<file path="src/sv/rsgri_pkg.sv">
// Package for the RC stick gimbal rate integrator.
// Holds register indexes, register reset values and zoom request codes.
// No dependencies.
package rsgri_pkg;

  localparam int unsigned CFG_IDX_W = 3;
  localparam int unsigned CFG_DATA_W = 16;

  localparam logic [CFG_IDX_W-1:0] REG_STICK_CENTER   = 3'd0;
  localparam logic [CFG_IDX_W-1:0] REG_STICK_DEADBAND = 3'd1;
  localparam logic [CFG_IDX_W-1:0] REG_ANGLE_STEP     = 3'd2;
  localparam logic [CFG_IDX_W-1:0] REG_YAW_LIMIT      = 3'd3;
  localparam logic [CFG_IDX_W-1:0] REG_PITCH_UPPER    = 3'd4;
  localparam logic [CFG_IDX_W-1:0] REG_PITCH_LOWER    = 3'd5;
  localparam logic [CFG_IDX_W-1:0] REG_ZOOM_IN_LEVEL  = 3'd6;
  localparam logic [CFG_IDX_W-1:0] REG_ZOOM_OUT_LEVEL = 3'd7;

  localparam logic [15:0]        RST_STICK_CENTER   = 16'd1515;
  localparam logic [14:0]        RST_STICK_DEADBAND = 15'd206;
  localparam logic [7:0]         RST_ANGLE_STEP     = 8'd3;
  localparam logic [10:0]        RST_YAW_LIMIT      = 11'd1350;
  localparam logic signed [11:0] RST_PITCH_UPPER    = 12'sd250;
  localparam logic signed [11:0] RST_PITCH_LOWER    = -12'sd900;
  localparam logic [15:0]        RST_ZOOM_IN_LEVEL  = 16'd1102;
  localparam logic [15:0]        RST_ZOOM_OUT_LEVEL = 16'd1927;

  typedef logic [1:0] zoom_t;
  localparam zoom_t ZOOM_NONE = 2'd0;
  localparam zoom_t ZOOM_IN   = 2'd1;
  localparam zoom_t ZOOM_OUT  = 2'd2;

endpackage

</file>
<file path="src/sv/rc_stick_gimbal_rate_integrator_core.sv">
// Datapath: an input transaction passes through the input register, then the result
// register holding the stepped, clamped angles.
// Throughput: one transaction per cycle while m_tready keeps the output moving; the
// step, clamp and switch compares sit between the input and result registers.
// Reset: synchronous, active high; angles and switch history clear, registers take
// their default values, both channels go empty.
module rc_stick_gimbal_rate_integrator_core (
  input  logic                                clk,
  input  logic                                rst,
  input  logic                                cfg_wen,
  input  logic [rsgri_pkg::CFG_IDX_W-1:0]     cfg_index,
  input  logic [rsgri_pkg::CFG_DATA_W-1:0]    cfg_data,
  input  logic                                s_tvalid,
  output logic                                s_tready,
  // yaw_stick, pitch_stick, recenter_button, snapshot_button, zoom_rocker
  input  logic [79:0]                         s_tdata,
  output logic                                m_tvalid,
  input  logic                                m_tready,
  // yaw_angle, pitch_angle, snapshot_pulse, zoom_request, zero fill
  output logic [31:0]                         m_tdata
);

  logic [15:0]        stick_center;
  logic [14:0]        stick_deadband;
  logic [7:0]         angle_step;
  logic [10:0]        yaw_limit;
  logic signed [11:0] pitch_upper;
  logic signed [11:0] pitch_lower;
  logic [15:0]        zoom_in_level;
  logic [15:0]        zoom_out_level;

  logic        in_valid;
  logic [15:0] in_yaw;
  logic [15:0] in_pitch;
  logic [15:0] in_recenter;
  logic [15:0] in_snapshot;
  logic [15:0] in_zoom;

  logic signed [11:0] yaw_pos;
  logic signed [11:0] pitch_pos;
  logic [15:0]        recenter_prev;
  logic [15:0]        snapshot_prev;

  logic signed [11:0] out_yaw;
  logic signed [11:0] out_pitch;
  logic               out_pulse;
  rsgri_pkg::zoom_t   out_zoom;

  logic               advance;
  logic               fire;
  logic signed [17:0] db;
  logic signed [17:0] yaw_off;
  logic signed [17:0] pitch_off;
  logic signed [13:0] step;
  logic signed [13:0] yaw_delta;
  logic signed [13:0] pitch_delta;
  logic signed [13:0] yaw_sum;
  logic signed [13:0] pitch_sum;
  logic signed [13:0] yaw_hi;
  logic signed [13:0] yaw_lo;
  logic signed [13:0] pitch_hi;
  logic signed [13:0] pitch_lo;
  logic signed [13:0] yaw_top;
  logic signed [13:0] pitch_top;
  logic signed [13:0] yaw_clamp;
  logic signed [13:0] pitch_clamp;
  logic               rec_event;
  logic               snap_event;
  logic signed [11:0] yaw_next;
  logic signed [11:0] pitch_next;
  rsgri_pkg::zoom_t   zoom_next;

  always_ff @(posedge clk) begin
    if (rst) begin
      stick_center   <= rsgri_pkg::RST_STICK_CENTER;
      stick_deadband <= rsgri_pkg::RST_STICK_DEADBAND;
      angle_step     <= rsgri_pkg::RST_ANGLE_STEP;
      yaw_limit      <= rsgri_pkg::RST_YAW_LIMIT;
      pitch_upper    <= rsgri_pkg::RST_PITCH_UPPER;
      pitch_lower    <= rsgri_pkg::RST_PITCH_LOWER;
      zoom_in_level  <= rsgri_pkg::RST_ZOOM_IN_LEVEL;
      zoom_out_level <= rsgri_pkg::RST_ZOOM_OUT_LEVEL;
    end else if (cfg_wen) begin
      case (cfg_index)
        rsgri_pkg::REG_STICK_CENTER:   stick_center   <= cfg_data;
        rsgri_pkg::REG_STICK_DEADBAND: stick_deadband <= cfg_data[14:0];
        rsgri_pkg::REG_ANGLE_STEP:     angle_step     <= cfg_data[7:0];
        rsgri_pkg::REG_YAW_LIMIT:      yaw_limit      <= cfg_data[10:0];
        rsgri_pkg::REG_PITCH_UPPER:    pitch_upper    <= $signed(cfg_data[11:0]);
        rsgri_pkg::REG_PITCH_LOWER:    pitch_lower    <= $signed(cfg_data[11:0]);
        rsgri_pkg::REG_ZOOM_IN_LEVEL:  zoom_in_level  <= cfg_data;
        rsgri_pkg::REG_ZOOM_OUT_LEVEL: zoom_out_level <= cfg_data;
        default: ;
      endcase
    end
  end

  assign advance  = !m_tvalid || m_tready;
  assign s_tready = !in_valid || advance;
  assign fire     = in_valid && advance;

  always_ff @(posedge clk) begin
    if (rst) begin
      in_valid <= 1'b0;
    end else if (s_tready) begin
      in_valid <= s_tvalid;
    end
  end

  always_ff @(posedge clk) begin
    if (s_tready && s_tvalid) begin
      in_yaw      <= s_tdata[15:0];
      in_pitch    <= s_tdata[31:16];
      in_recenter <= s_tdata[47:32];
      in_snapshot <= s_tdata[63:48];
      in_zoom     <= s_tdata[79:64];
    end
  end

  always_comb begin
    db        = $signed({3'b000, stick_deadband});
    yaw_off   = $signed({2'b00, in_yaw}) - $signed({2'b00, stick_center});
    pitch_off = $signed({2'b00, in_pitch}) - $signed({2'b00, stick_center});
    step      = $signed({6'b000000, angle_step});

    if (yaw_off > db) begin
      yaw_delta = -step;
    end else if (yaw_off < -db) begin
      yaw_delta = step;
    end else begin
      yaw_delta = '0;
    end
    if (pitch_off > db) begin
      pitch_delta = -step;
    end else if (pitch_off < -db) begin
      pitch_delta = step;
    end else begin
      pitch_delta = '0;
    end

    yaw_sum   = {{2{yaw_pos[11]}}, yaw_pos} + yaw_delta;
    pitch_sum = {{2{pitch_pos[11]}}, pitch_pos} + pitch_delta;

    yaw_hi   = $signed({3'b000, yaw_limit});
    yaw_lo   = -yaw_hi;
    pitch_hi = {{2{pitch_upper[11]}}, pitch_upper};
    pitch_lo = {{2{pitch_lower[11]}}, pitch_lower};

    yaw_top     = (yaw_sum > yaw_hi) ? yaw_hi : yaw_sum;
    yaw_clamp   = (yaw_top < yaw_lo) ? yaw_lo : yaw_top;
    pitch_top   = (pitch_sum > pitch_hi) ? pitch_hi : pitch_sum;
    pitch_clamp = (pitch_top < pitch_lo) ? pitch_lo : pitch_top;

    rec_event  = (recenter_prev != '0) && (in_recenter != recenter_prev);
    snap_event = (snapshot_prev != '0) && (in_snapshot != snapshot_prev);

    yaw_next   = rec_event ? '0 : yaw_clamp[11:0];
    pitch_next = rec_event ? '0 : pitch_clamp[11:0];

    if (in_zoom <= zoom_in_level) begin
      zoom_next = rsgri_pkg::ZOOM_IN;
    end else if (in_zoom >= zoom_out_level) begin
      zoom_next = rsgri_pkg::ZOOM_OUT;
    end else begin
      zoom_next = rsgri_pkg::ZOOM_NONE;
    end
  end

  always_ff @(posedge clk) begin
    if (rst) begin
      yaw_pos       <= '0;
      pitch_pos     <= '0;
      recenter_prev <= '0;
      snapshot_prev <= '0;
      m_tvalid      <= 1'b0;
    end else begin
      if (advance) begin
        m_tvalid <= in_valid;
      end
      if (fire) begin
        yaw_pos       <= yaw_next;
        pitch_pos     <= pitch_next;
        recenter_prev <= in_recenter;
        snapshot_prev <= in_snapshot;
      end
    end
  end

  always_ff @(posedge clk) begin
    if (fire) begin
      out_yaw   <= yaw_next;
      out_pitch <= pitch_next;
      out_pulse <= snap_event;
      out_zoom  <= zoom_next;
    end
  end

  assign m_tdata = {5'b00000, out_zoom, out_pulse, out_pitch, out_yaw};

  a_rst_empty: assert property (@(posedge clk) rst |=> !m_tvalid && !in_valid)
    else $error("channels not empty after reset");

  a_stall_block: assert property (@(posedge clk) disable iff (rst)
    (in_valid && m_tvalid && !m_tready) |-> !s_tready)
    else $error("input taken while pipeline stalled");

  a_recenter_zero: assert property (@(posedge clk) disable iff (rst)
    (fire && rec_event) |=> (yaw_pos == '0) && (pitch_pos == '0))
    else $error("recenter did not zero angles");

  a_yaw_bound: assert property (@(posedge clk) disable iff (rst)
    m_tvalid |-> ($signed({{2{out_yaw[11]}}, out_yaw}) <= $signed({3'b000, yaw_limit}))
      && ($signed({{2{out_yaw[11]}}, out_yaw}) >= -$signed({3'b000, yaw_limit})))
    else $error("yaw outside limit");

  a_state_hold: assert property (@(posedge clk) disable iff (rst)
    !fire |=> $stable(yaw_pos) && $stable(pitch_pos))
    else $error("angle state moved without a transaction");

endmodule
</file>
<file path="config.mk">
export PLATFORM = sky130hd
export DESIGN_NAME = rc_stick_gimbal_rate_integrator_core
export DESIGN_NICKNAME = d
export VERILOG_FILES = /design/src/sv/rsgri_pkg.sv /design/src/sv/rc_stick_gimbal_rate_integrator_core.sv
export SDC_FILE = /design/constraint.sdc
export NUM_CORES = 1
export LEC_CHECK = 0
export ABC_AREA = 0
export BUFFER_PORTS_ARGS = -buffer_cell sky130_fd_sc_hd__buf_4
export CAP_MARGIN = 20
export CORE_ASPECT_RATIO = 0.6
export CORE_MARGIN = 3
export CORE_UTILIZATION = 60
export DETAILED_ROUTE_END_ITERATION = 8
export PLACE_DENSITY = 0.8
export SLEW_MARGIN = 20
export SYNTH_ARGS = -nofsm -noshare
export SYNTH_HDL_FRONTEND = slang
export SYNTH_SLANG_ARGS = --single-unit
</file>
<file path="constraint.sdc">
create_clock -name clk -period 32.2 [get_ports clk]
set_clock_uncertainty 0.05 [all_clocks]
set_input_delay 6.44 -clock clk [delete_from_list [all_inputs] [get_ports clk]]
set_output_delay 6.44 -clock clk [all_outputs]
set_load 0.02 [all_outputs]
</file>
* Yosys cells after proc, flatten, opt, wreduce, memory -nomap -nowiden
Cells that the tools add are included.
Cells by class: add/subtract/negate cells 7, magnitude comparators 10, bitwise gates (word level) 0, equal/unequal tests 9, reduce and logical (&&, ||, !) cells 19, shift-type cells 0, $mul 0, div/mod/pow operators 0, mux-type cells 11
Operators with widths (number):
- 2-to-1 mux 14 bit | 4
- 2-to-1 mux 12 bit | 4
- < comparator 17 x 18 -> 1 bit | 2
- greater-than comparator 17 x 16 -> 1 bit | 2
- subtractor 16 x 16 -> 17 bit | 2
- != test 16 bit | 2
- nonzero test 16 bit | 2
- adder 14 bit | 2
- greater-than comparator 14 x 12 -> 1 bit | 2
- negator 15 -> 18 bit | 1
- >= comparator 16 bit | 1
- <= comparator 16 bit | 1
- 2-to-1 mux 8 bit | 2
- AND reduction 2 bit | 8
- < comparator 14 x 12 -> 1 bit | 1
- < comparator 14 bit | 1
- negator 11 -> 14 bit | 1
- negator 8 -> 14 bit | 1
- equality test 3 bit, second input constant | 4
- equality test 3 x 2 -> 1 bit, second input constant | 2
- logical AND 1 bit | 4
- equality test 3 x 1 -> 1 bit, second input constant | 1
- logical NOT 3 bit | 1
- logical NOT 1 bit | 2
- other kinds (2) | 3
Word-level totals: latch bits 0, memories 0, memory bits (writable) 0, ROM bits 0, bits in registers 271

* Depth between registers and ports, before layout
Gate-level depths: netlist (run 1).
depth in word-level cells 10, gate-level depth with buffers 59, gate-level depth less buffers 56

* Worst setup path before layout (run 1)
OpenSTA, ideal clock, no wires.
path kind input to output, start point input port m_tready, end point output port s_tready, path slack 18918 ps, stages 2, path buffers 0, data arrival time 6792 ps, required time 25710 ps, cells stage by stage nor2b_1 -> nand2_1
On the way: longest elaborated chain between the ends 2
Ends and longest elaborated chain:
- from (decl) | RTL line rc_stick_gimbal_rate_integrator_core.sv:18 | input logic m_tready,
- logical OR 1 bit | RTL line rc_stick_gimbal_rate_integrator_core.sv:98 | assign advance = !m_tvalid || m_tready;
- logical OR 1 bit | RTL line rc_stick_gimbal_rate_integrator_core.sv:99 | assign s_tready = !in_valid || advance;
- to (decl) | RTL line rc_stick_gimbal_rate_integrator_core.sv:14 | output logic s_tready,
No other way between the ends.

* Final worst setup path (run 1)
Same ends and word-level chain as after synthesis.

==> impl_metrics.py, run 1 <==
metrics = {
    "clock_tree": {
        "cts_tree": "done",
        "cts_root_buffer": "clkbuf_16",
        "worst_skew_pair.late_latency_ns": 0.57,
        "numCtsBuffers": 27,
        "ctsHoldBuffers": 0,
        "clockBufferDepth": 3,
        "clock_sinks": 271,
        "clkTransAtPathRegs_ns": 0.06,
        "htree_levels": 1,
        "cts.repair.resized": 0,
        "post_cts_buffers": 0,
    },
    "floorplanning": {
        "start_util_pct": 61.5,
        "fp-row-count": 47,
        "die_h_um": 137,
        "io_pins": 138,
        "dieArea_um2": 30600,
        "die_w_um": 224,
        "core_um2": 27800,
    },
    "critical_path": {
        "critPathKind": "input pin to primary output",
        "r2r-start": "in_pitch[0]",
        "r2r_cells": 54,
        "critPathLaunch": "m_tready",
        "rr_endpoint": "out_pitch[11]",
        "required_ns": 25.71,
        "start_kind": "input pin",
        "worstPathArrival_ns": 7.04,
        "rrSetupSlack_ns": 19.41,
        "worstPathMaxFanout": 4,
        "end_kind": "primary output",
    },
    "grt": {
        "grt_pass1_vias": 13300,
        "antenna_found_initial": 0,
        "grt_pass1_wl_um": 73300,
        "track_usage_pct": 30.4,
        "overflow": 0,
        "grt_max_degree": 93,
    },
    "logic_synthesis": {
        "synth_seq_cells": 271,
        "synth.most_common_cell": "nand2_1",
        "ys_warn_count": 0,
        "ys.flop_type": "dfxtp_1",
        "synth_top_family_by_area": "simple AND/OR/NAND/NOR gates",
        "synth_fa_ha_area_share_pct": 15.8,
        "seq_area_frac_synth_pct": 38.0,
        "synth_edf_count": 107,
        "yosys-top-cells-count": "nand2_1 (293), ha_1 (210), a21oi_1 (177)",
        "synth_area_leaders": "dfxtp_1 (19%), edfxtp_1 (19%), ha_1 (15%)",
        "synth_compound_area_share_pct": 16.3,
        "yosys.area.top_type": "dfxtp_1",
        "synth_cell_types": 77,
        "yosys.area_share.simple_pct": 17.5,
        "yosysTopAreaCellShare_pct": 19.2,
        "synth_xor_xnor_area_share_pct": 5.17,
        "syn-cell-area_um2": 17100,
        "syn_inst": 1933,
        "muxShareOfSynthArea_pct": 2.20,
        "syn_area_per_cell_um2": 8.85,
        "synth_async_sr_flop_share_pct": 0,
    },
    "outcome": {
        "outcome": "completed",
    },
    "pwr": {
        "ir_drop_mv": 0.0539,
        "finalPower_mw": 1.06,
        "leakagePower_nw": 8.28,
        "power_density_nw_per_um2": 54.9,
    },
    "min_path": {
        "min_to": "zoom_in_level[12]",
        "hold_depth": 2,
        "hp-class": "flop to flop",
        "holdCritStartpoint": "zoom_in_level[12]",
    },
    "sta": {
        "drv_slew": 0,
        "worstMarginPinSlew_ns": 1.07,
        "fin_hold_ws_ns": 0.406,
        "setup_viol": 0,
        "fmax_mhz": 73.9,
        "hold_viol": 0,
        "finalWorstSetupSlack_ns": 18.67,
        "relSlewSlack_pct": 28.8,
        "tns_ns": 0,
        "post-route-min-period_ns": 13.53,
        "fin_crit_sh_pct": 42.0,
        "rsz0062_at_grt": "false",
    },
    "placement": {
        "portBuffers": 132,
        "pre_cts_slack_ns": 18.68,
        "place_congestion": 0.945,
        "dp.final_hpwl_um": 35300,
    },
    "routing": {
        "ant_nets": 0,
        "drc": 0,
        "viasPerCell": 6.03,
        "route.vias.total": 14600,
        "first_iter_violations": 1630,
        "dr.pass1.iters": 6,
        "routedWlPerCell_um": 19.5,
        "routed_wl_um": 47200,
    },
    "finish": {
        "syn2layout_area_growth_pct": 12.5,
        "layout.nets": 2350,
        "fillers": 2198,
        "antenna_cells": 0,
        "drive_above_1_share_pct": 11.1,
        "multi_input_area_um2": 9790,
        "seq_area_um2": 6500,
    },
    "flow_run": {
        "max_cap_viol_count": 0,
    },
}
## report_power, final
group          leakage, nW  total (mW)  internal [mW]  switching, mW
combinational         5.48       0.352          0.141          0.211
clock                0.430       0.316          0.172          0.144
sequential            2.37       0.389          0.377         0.0120
## area by class of cell
class,count,area share (%)
clock buffer,33,3.79
clock inverter,17,0.741
inverter,135,2.63
multi-input combinational,1452,50.9
sequential,271,33.8
tap,367,2.39
timing repair buffer,145,5.76
## cells in the final DEF, fill, tap and decap left out, types with 30 or more instances in the layout
cell type / count
a211o_1: 34
a21o_1: 46
a21oi_1: 177
buf_4: 144
dfxtp_1: 164
edfxtp_1: 107
ha_1: 210
inv_1: 134
nand2_1: 293
nand3_1: 30
nor2_1: 140
o21ai_0: 58
xnor2_1: 87
## cells by family (layout without fill, tap and decap cells)
group	Yosys count	after routing
fa+ha+maj	214	214
buf+inv	214	330
compound gates	445	445
simple gates	651	651
xor+xnor	101	101
mux	36	36
flops	271	271
other cells	1	5
## metal layers
| layer | track usage [%] | wire (µm) |
|---|---|---|
| met1 | 48.6 | 22800 |
| met2 | 40.4 | 17900 |
| met3 | 8.12 | 5670 |
| met4 | 5.54 | 801 |
| met5 | 0 | 0 |
## worst max-delay path, stage by stage
cell and delay, ns:
buf_4 0.11, nor2b_1 0.22, nand2_1 0.11, buf_4 0.17
## flip-flops by register name, summed over array words and instances (netlist names), 11 cells and up
name and flops:
in_yaw 16, stick_deadband 15, out_yaw 12, pitch_upper 12, zoom_out_level 16, zoom_in_level 16, pitch_lower 12, stick_center 16
snapshot_prev 16, in_pitch 16, in_recenter 16, in_zoom 16, yaw_limit 11, in_snapshot 16, yaw_pos 12, out_pitch 12
pitch_pos 12, recenter_prev 16
## metrics by stage
step	util (%)	instances	instance area, µm²
after floorplan	-	1937	17100
after global placement	65.9	2369	18300
after detailed placement	65.9	2369	18300
after CTS	69.0	2419	19200
after global routing	69.2	2420	19200
final	69.2	2420	19200
## worst max path at each step
| stage | end | slack, ns |
|---|---|---|
| floorplan | s_tready | 18.92 |
| global placement | s_tready | 18.70 |
| detailed placement | s_tready | 18.68 |
| CTS | s_tready | 18.67 |
| global route | out_pitch[11] | 18.45 |
| finish | s_tready | 18.67 |
Power figures use the tool's default switching activity.
==> run 2, diff against run 1 <==
==> constraint.sdc (replaced) <==
create_clock -name clk -period 13.9 [get_ports clk]
set_clock_uncertainty 0.05 [all_clocks]
set_input_delay 2.78 -clock clk [delete_from_list [all_inputs] [get_ports clk]]
set_output_delay 2.78 -clock clk [all_outputs]
set_load 0.02 [all_outputs]
==> impl_metrics.py, run 2 (same netlist as run 1, synthesis figures left out) <==
metrics = {
    "outcome": {
        "outcome": "completed",
    },
    "critical_path": {
        "worst_path_max_delay_cell": "o41ai_1",
        "required_ns": 14.34,
        "cpLargestDelayFamily": "compound AO/OA/AOI/OAI gates",
        "worstPathArrival_ns": 12.65,
        "critPathKind": "flop to flop",
        "end_kind": "flop",
        "critPathBufInv": 3,
        "cp_slowest_stage_delay_ns": 0.55,
        "start_kind": "flop",
        "worstPathMaxFanout": 16,
        "worst_path_most_repeated_cell": "a21o_1",
    },
    "sta": {
        "fin_crit_sh_pct": 87.9,
        "finalWorstSetupSlack_ns": 1.69,
        "setup_viol": 0,
        "rsz0062_at_grt": "false",
        "post-route-min-period_ns": 12.21,
        "drv_slew": 0,
        "worstMarginPinSlew_ns": 1.11,
        "relSlewSlack_pct": 26.1,
        "tns_ns": 0,
        "fmax_mhz": 81.9,
        "hold_viol": 0,
    },
    "finish": {
        "drive_above_1_share_pct": 11.3,
        "final_common_cell": "nand2_1",
        "layout.nets": 2352,
        "syn2layout_area_growth_pct": 12.9,
        "antenna_cells": 0,
        "most-common-layout-cells": "nand2_1 (293), ha_1 (210), a21oi_1 (177)",
    },
    "pwr": {
        "clkPwrFrac_pct": 30.5,
        "p_comb_share_pct": 33.4,
        "power_frac_seq_pct": 36.1,
        "switching_power_mw": 0.863,
        "leakagePower_nw": 8.33,
        "ir_drop_mv": 0.138,
        "internal-power_mw": 1.63,
        "p_sw_share_pct": 34.6,
        "power_density_nw_per_um2": 129,
    },
    "clock_tree": {
        "post_cts_buffers": 0,
        "cts.repair.resized": 0,
        "htree_levels": 1,
        "worst_skew_pair.late_latency_ns": 0.57,
        "cts_root_buffer": "clkbuf_16",
        "ctsHoldBuffers": 0,
        "numCtsBuffers": 27,
        "clock_sinks": 271,
        "clockBufferDepth": 3,
        "clkTransAtPathRegs_ns": 0.07,
        "cts_tree": "done",
    },
    "floorplanning": {
        "fp-row-count": 47,
        "io_pins": 138,
        "core_um2": 27800,
        "die_w_um": 224,
        "start_util_pct": 61.5,
        "dieArea_um2": 30600,
        "die_h_um": 137,
    },
    "placement": {
        "portBuffers": 132,
        "place_congestion": 0.978,
        "pre_cts_slack_ns": 1.63,
        "dp.final_hpwl_um": 37000,
    },
    "grt": {
        "grt_pass1_wl_um": 75300,
        "grt_pass1_vias": 13700,
        "overflow": 0,
        "antenna_found_initial": 0,
        "grt_max_degree": 97,
        "track_usage_pct": 31.3,
    },
    "min_path": {
        "hp-class": "flop to flop",
    },
    "flow_run": {
        "max_cap_viol_count": 0,
    },
    "routing": {
        "ant_nets": 0,
        "drc": 0,
        "viasPerCell": 6.05,
        "route.vias.total": 14700,
        "dr.pass1.iters": 6,
        "routed_wl_um": 48800,
        "first_iter_violations": 1721,
        "routedWlPerCell_um": 20.1,
    },
}
-- run 2: worst reg2reg max path, delay by kind of cell (launching register included) --
| kind | cells | cell delay [ns] |
|---|---|---|
| AOI/OAI and AO/OA | 28 | 6.24 |
| and+or+nand+nor | 12 | 1.90 |
| adders and majority gates | 6 | 1.78 |
| muxes | 3 | 0.88 |
| xor gates and xnor gates | 3 | 0.55 |
| buffers and inverters | 3 | 0.39 |
| DFF | 1 | 0.35 |
-- run 2: power groups by stage --
stage | clock network, mW | logic (mW) | registers (mW)
after floorplan | 0 | 0.568 | 0.916
after global placement | 0 | 0.771 | 0.917
after detailed placement | 0 | 0.795 | 0.918
after CTS | 0.771 | 0.804 | 0.901
after global routing | 0.801 | 0.901 | 0.905
final | 0.762 | 0.833 | 0.902
-- run 2: per-layer routing --
layer / global-route usage [%] / vias up / wire length, µm
met5: 0 / - / 0
met4: 5.61 / 0 / 845
met3: 8.96 / 67 / 6300
met2: 42.8 / 755 / 18700
met1: 48.9 / 6824 / 22900
li1: - / 7016 / -
-- run 2: final timing paths --
kind,slack [ns],cells past startpoint,to,from
max,1.69,55,pitch_pos[0],in_pitch[0]
min,0.41,2,stick_center[2],stick_center[2]
max reg2reg,1.69,55,pitch_pos[0],in_pitch[0]
min reg2reg,0.41,2,stick_center[2],stick_center[2]
-- run 2: area by class of cell --
class                   count  area (µm²)
clock buffers              36         803
clock inverters            14         121
fillers                  2197        8520
inverters                 135         507
multi-input cells        1452        9790
flip-flops and latches    271        6500
well taps                 367         459
repair buffers            147        1120
-- run 2: per-stage QoR --
stage / utilization [%] / area, µm² / power (mW) / hold slack [ns] / instances
2_1_floorplan: - / 17100 / 1.48 / 0.384 / 1937
3_5_place_dp: 65.9 / 18300 / 1.71 / 0.397 / 2371
5_1_grt: 69.4 / 19300 / 2.61 / 0.423 / 2422
3_3_place_gp: 65.9 / 18300 / 1.69 / 0.393 / 2371
4_1_cts: 69.3 / 19300 / 2.48 / 0.406 / 2421
6_report: 69.4 / 19300 / 2.50 / 0.407 / 2422
==> run 3, diff against run 2 <==
--- a/config.mk
+++ b/config.mk
@@ -10,9 +10,10 @@
 export CAP_MARGIN = 20
 export CORE_ASPECT_RATIO = 0.6
 export CORE_MARGIN = 3
-export CORE_UTILIZATION = 60
+export CORE_UTILIZATION = 50
 export DETAILED_ROUTE_END_ITERATION = 8
-export PLACE_DENSITY = 0.8
+export PLACE_DENSITY = 0.68
+export RECOVER_POWER = 100
 export SLEW_MARGIN = 20
 export SYNTH_ARGS = -nofsm -noshare
 export SYNTH_HDL_FRONTEND = slang
==> impl_metrics.py, run 3 (same netlist as run 1, synthesis figures left out) <==
metrics = {
    "finish": {
        "layout.nets": 2355,
        "final_common_cell": "nand2_1",
        "seq_area_um2": 6500,
        "antenna_cells": 0,
        "most-common-layout-cells": "nand2_1 (293), ha_1 (210), a21oi_1 (177)",
        "multi_input_area_um2": 9760,
        "fillers": 3022,
        "syn2layout_area_growth_pct": 12.3,
        "drive_above_1_share_pct": 8.55,
    },
    "sta": {
        "setup_viol": 0,
        "fin_crit_sh_pct": 92.1,
        "post-route-min-period_ns": 12.81,
        "hold_viol": 0,
        "drv_slew": 327,
        "rsz0062_at_grt": "false",
        "relSlewSlack_pct": -147,
        "worstMarginPinSlew_ns": 3.70,
        "tns_ns": 0,
        "fmax_mhz": 78.1,
    },
    "critical_path": {
        "end_kind": "flop",
        "critPathLaunch": "in_pitch[0]",
        "worstPathMaxFanout": 16,
        "critPathKind": "flop to flop",
        "worstPathArrival_ns": 13.17,
        "worst_path_max_delay_cell": "o21bai_2",
        "cp_slowest_stage_delay_ns": 0.57,
        "rr_endpoint": "out_pitch[0]",
        "worst_path_most_repeated_cell": "a21o_1",
        "start_kind": "flop",
        "required_ns": 14.26,
        "crit_end": "out_pitch[0]",
        "rrSetupSlack_ns": 1.09,
        "r2r_cells": 57,
        "r2r-start": "in_pitch[0]",
    },
    "pwr": {
        "power_density_nw_per_um2": 129,
        "ir_drop_mv": 0.103,
        "leakagePower_nw": 8.12,
        "finalPower_mw": 2.47,
    },
    "grt": {
        "grt_pass1_vias": 13600,
        "grt_pass1_wl_um": 77900,
        "antenna_found_initial": 1,
        "overflow": 0,
        "grt_max_degree": 84,
        "track_usage_pct": 27.3,
    },
    "routing": {
        "route.vias.total": 14400,
        "first_iter_violations": 1339,
        "ant_nets": 0,
        "routed_wl_um": 50100,
        "viasPerCell": 5.74,
        "routedWlPerCell_um": 20.0,
        "dr_wl_met3_um": 5510,
        "wl_met1_um": 25400,
        "drc": 0,
        "top_layer": "met5",
        "dr.pass1.iters": 6,
        "wl_met2_um": 18400,
    },
    "clock_tree": {
        "htree_levels": 1,
        "ctsHoldBuffers": 0,
        "cts_tree": "done",
        "clkTransAtPathRegs_ns": 0.07,
        "post_cts_buffers": 0,
        "cts.repair.resized": 0,
        "numCtsBuffers": 28,
        "cts_root_buffer": "clkbuf_16",
        "clock_sinks": 271,
        "worst_skew_pair.late_latency_ns": 0.60,
        "clockBufferDepth": 3,
    },
    "floorplanning": {
        "start_util_pct": 51.7,
        "dieArea_um2": 36500,
        "io_pins": 138,
        "fp-row-count": 51,
        "core_um2": 33100,
        "die_w_um": 245,
        "die_h_um": 149,
    },
    "min_path": {
        "hold_depth": 2,
        "hp-class": "flop to flop",
    },
    "placement": {
        "dp.final_hpwl_um": 38400,
        "portBuffers": 132,
        "place_congestion": 1.02,
    },
    "outcome": {
        "outcome": "finished, violations left",
        "violations": "capacitance limit, slew limit",
    },
    "flow_run": {
        "max_cap_viol_count": 6,
    },
}
[run 3: layout make-up]
| class | count | area share, % |
|---|---|---|
| timing repair buffer | 149 | 4.91 |
| inverter | 135 | 2.64 |
| clock inverter | 13 | 0.782 |
| clock buffer | 39 | 4.07 |
| tap | 450 | 2.93 |
| multi-input combinational | 1452 | 50.8 |
| sequential | 271 | 33.8 |
[run 3: worst min-delay path by stage]
stage                            startpoint                end  slack [ns]
final                      stick_center[12]   stick_center[12]        0.41
after detailed placement   stick_center[12]   stick_center[12]        0.40
after CTS                  stick_center[12]   stick_center[12]        0.41
after global routing      zoom_in_level[15]  zoom_in_level[15]        0.43
after global placement    zoom_in_level[14]  zoom_in_level[14]        0.39
after floorplan                pitch_pos[0]       pitch_pos[0]        0.38
[run 3: per-stage QoR]
step | worst slack, ns | std cells | util, % | hold WS [ns] | cell area, µm²
floorplan | 3.27 | 1937 | - | 0.384 | 17100
global placement | 1.49 | 2456 | 55.8 | 0.393 | 18500
detailed placement | 1.30 | 2456 | 55.8 | 0.398 | 18500
CTS | 1.13 | 2508 | 58.6 | 0.406 | 19400
global route | 0.232 | 2509 | 58.1 | 0.426 | 19200
finish | 1.09 | 2509 | 58.1 | 0.407 | 19200
[run 3: metal layers]
metal | GRT usage [%] | vias up
met5 | 0 | -
met1 | 43.6 | 6759
met3 | 8.86 | 58
li1 | - | 7040
met4 | 5.04 | 2
met2 | 35.1 | 549
[run 3: critical path, delay by kind of cell, from the launching register on]
| kind | cells | cell delay, ns |
|---|---|---|
| XOR/XNOR | 3 | 0.52 |
| multiplexers | 3 | 0.94 |
| buffers and inverters | 3 | 0.49 |
| AND/OR/NAND/NOR | 14 | 1.98 |
| flip-flops | 1 | 0.38 |
| adder cells (fa/ha/maj) | 6 | 1.92 |
| AO/OA/AOI/OAI | 28 | 6.30 |
[run 3: power by group]
group / leakage, nW / total, mW / internal, mW / switching (mW)
logic: 5.29 / 0.804 / 0.318 / 0.486
clock network: 0.456 / 0.770 / 0.433 / 0.337
registers: 2.37 / 0.901 / 0.874 / 0.0270
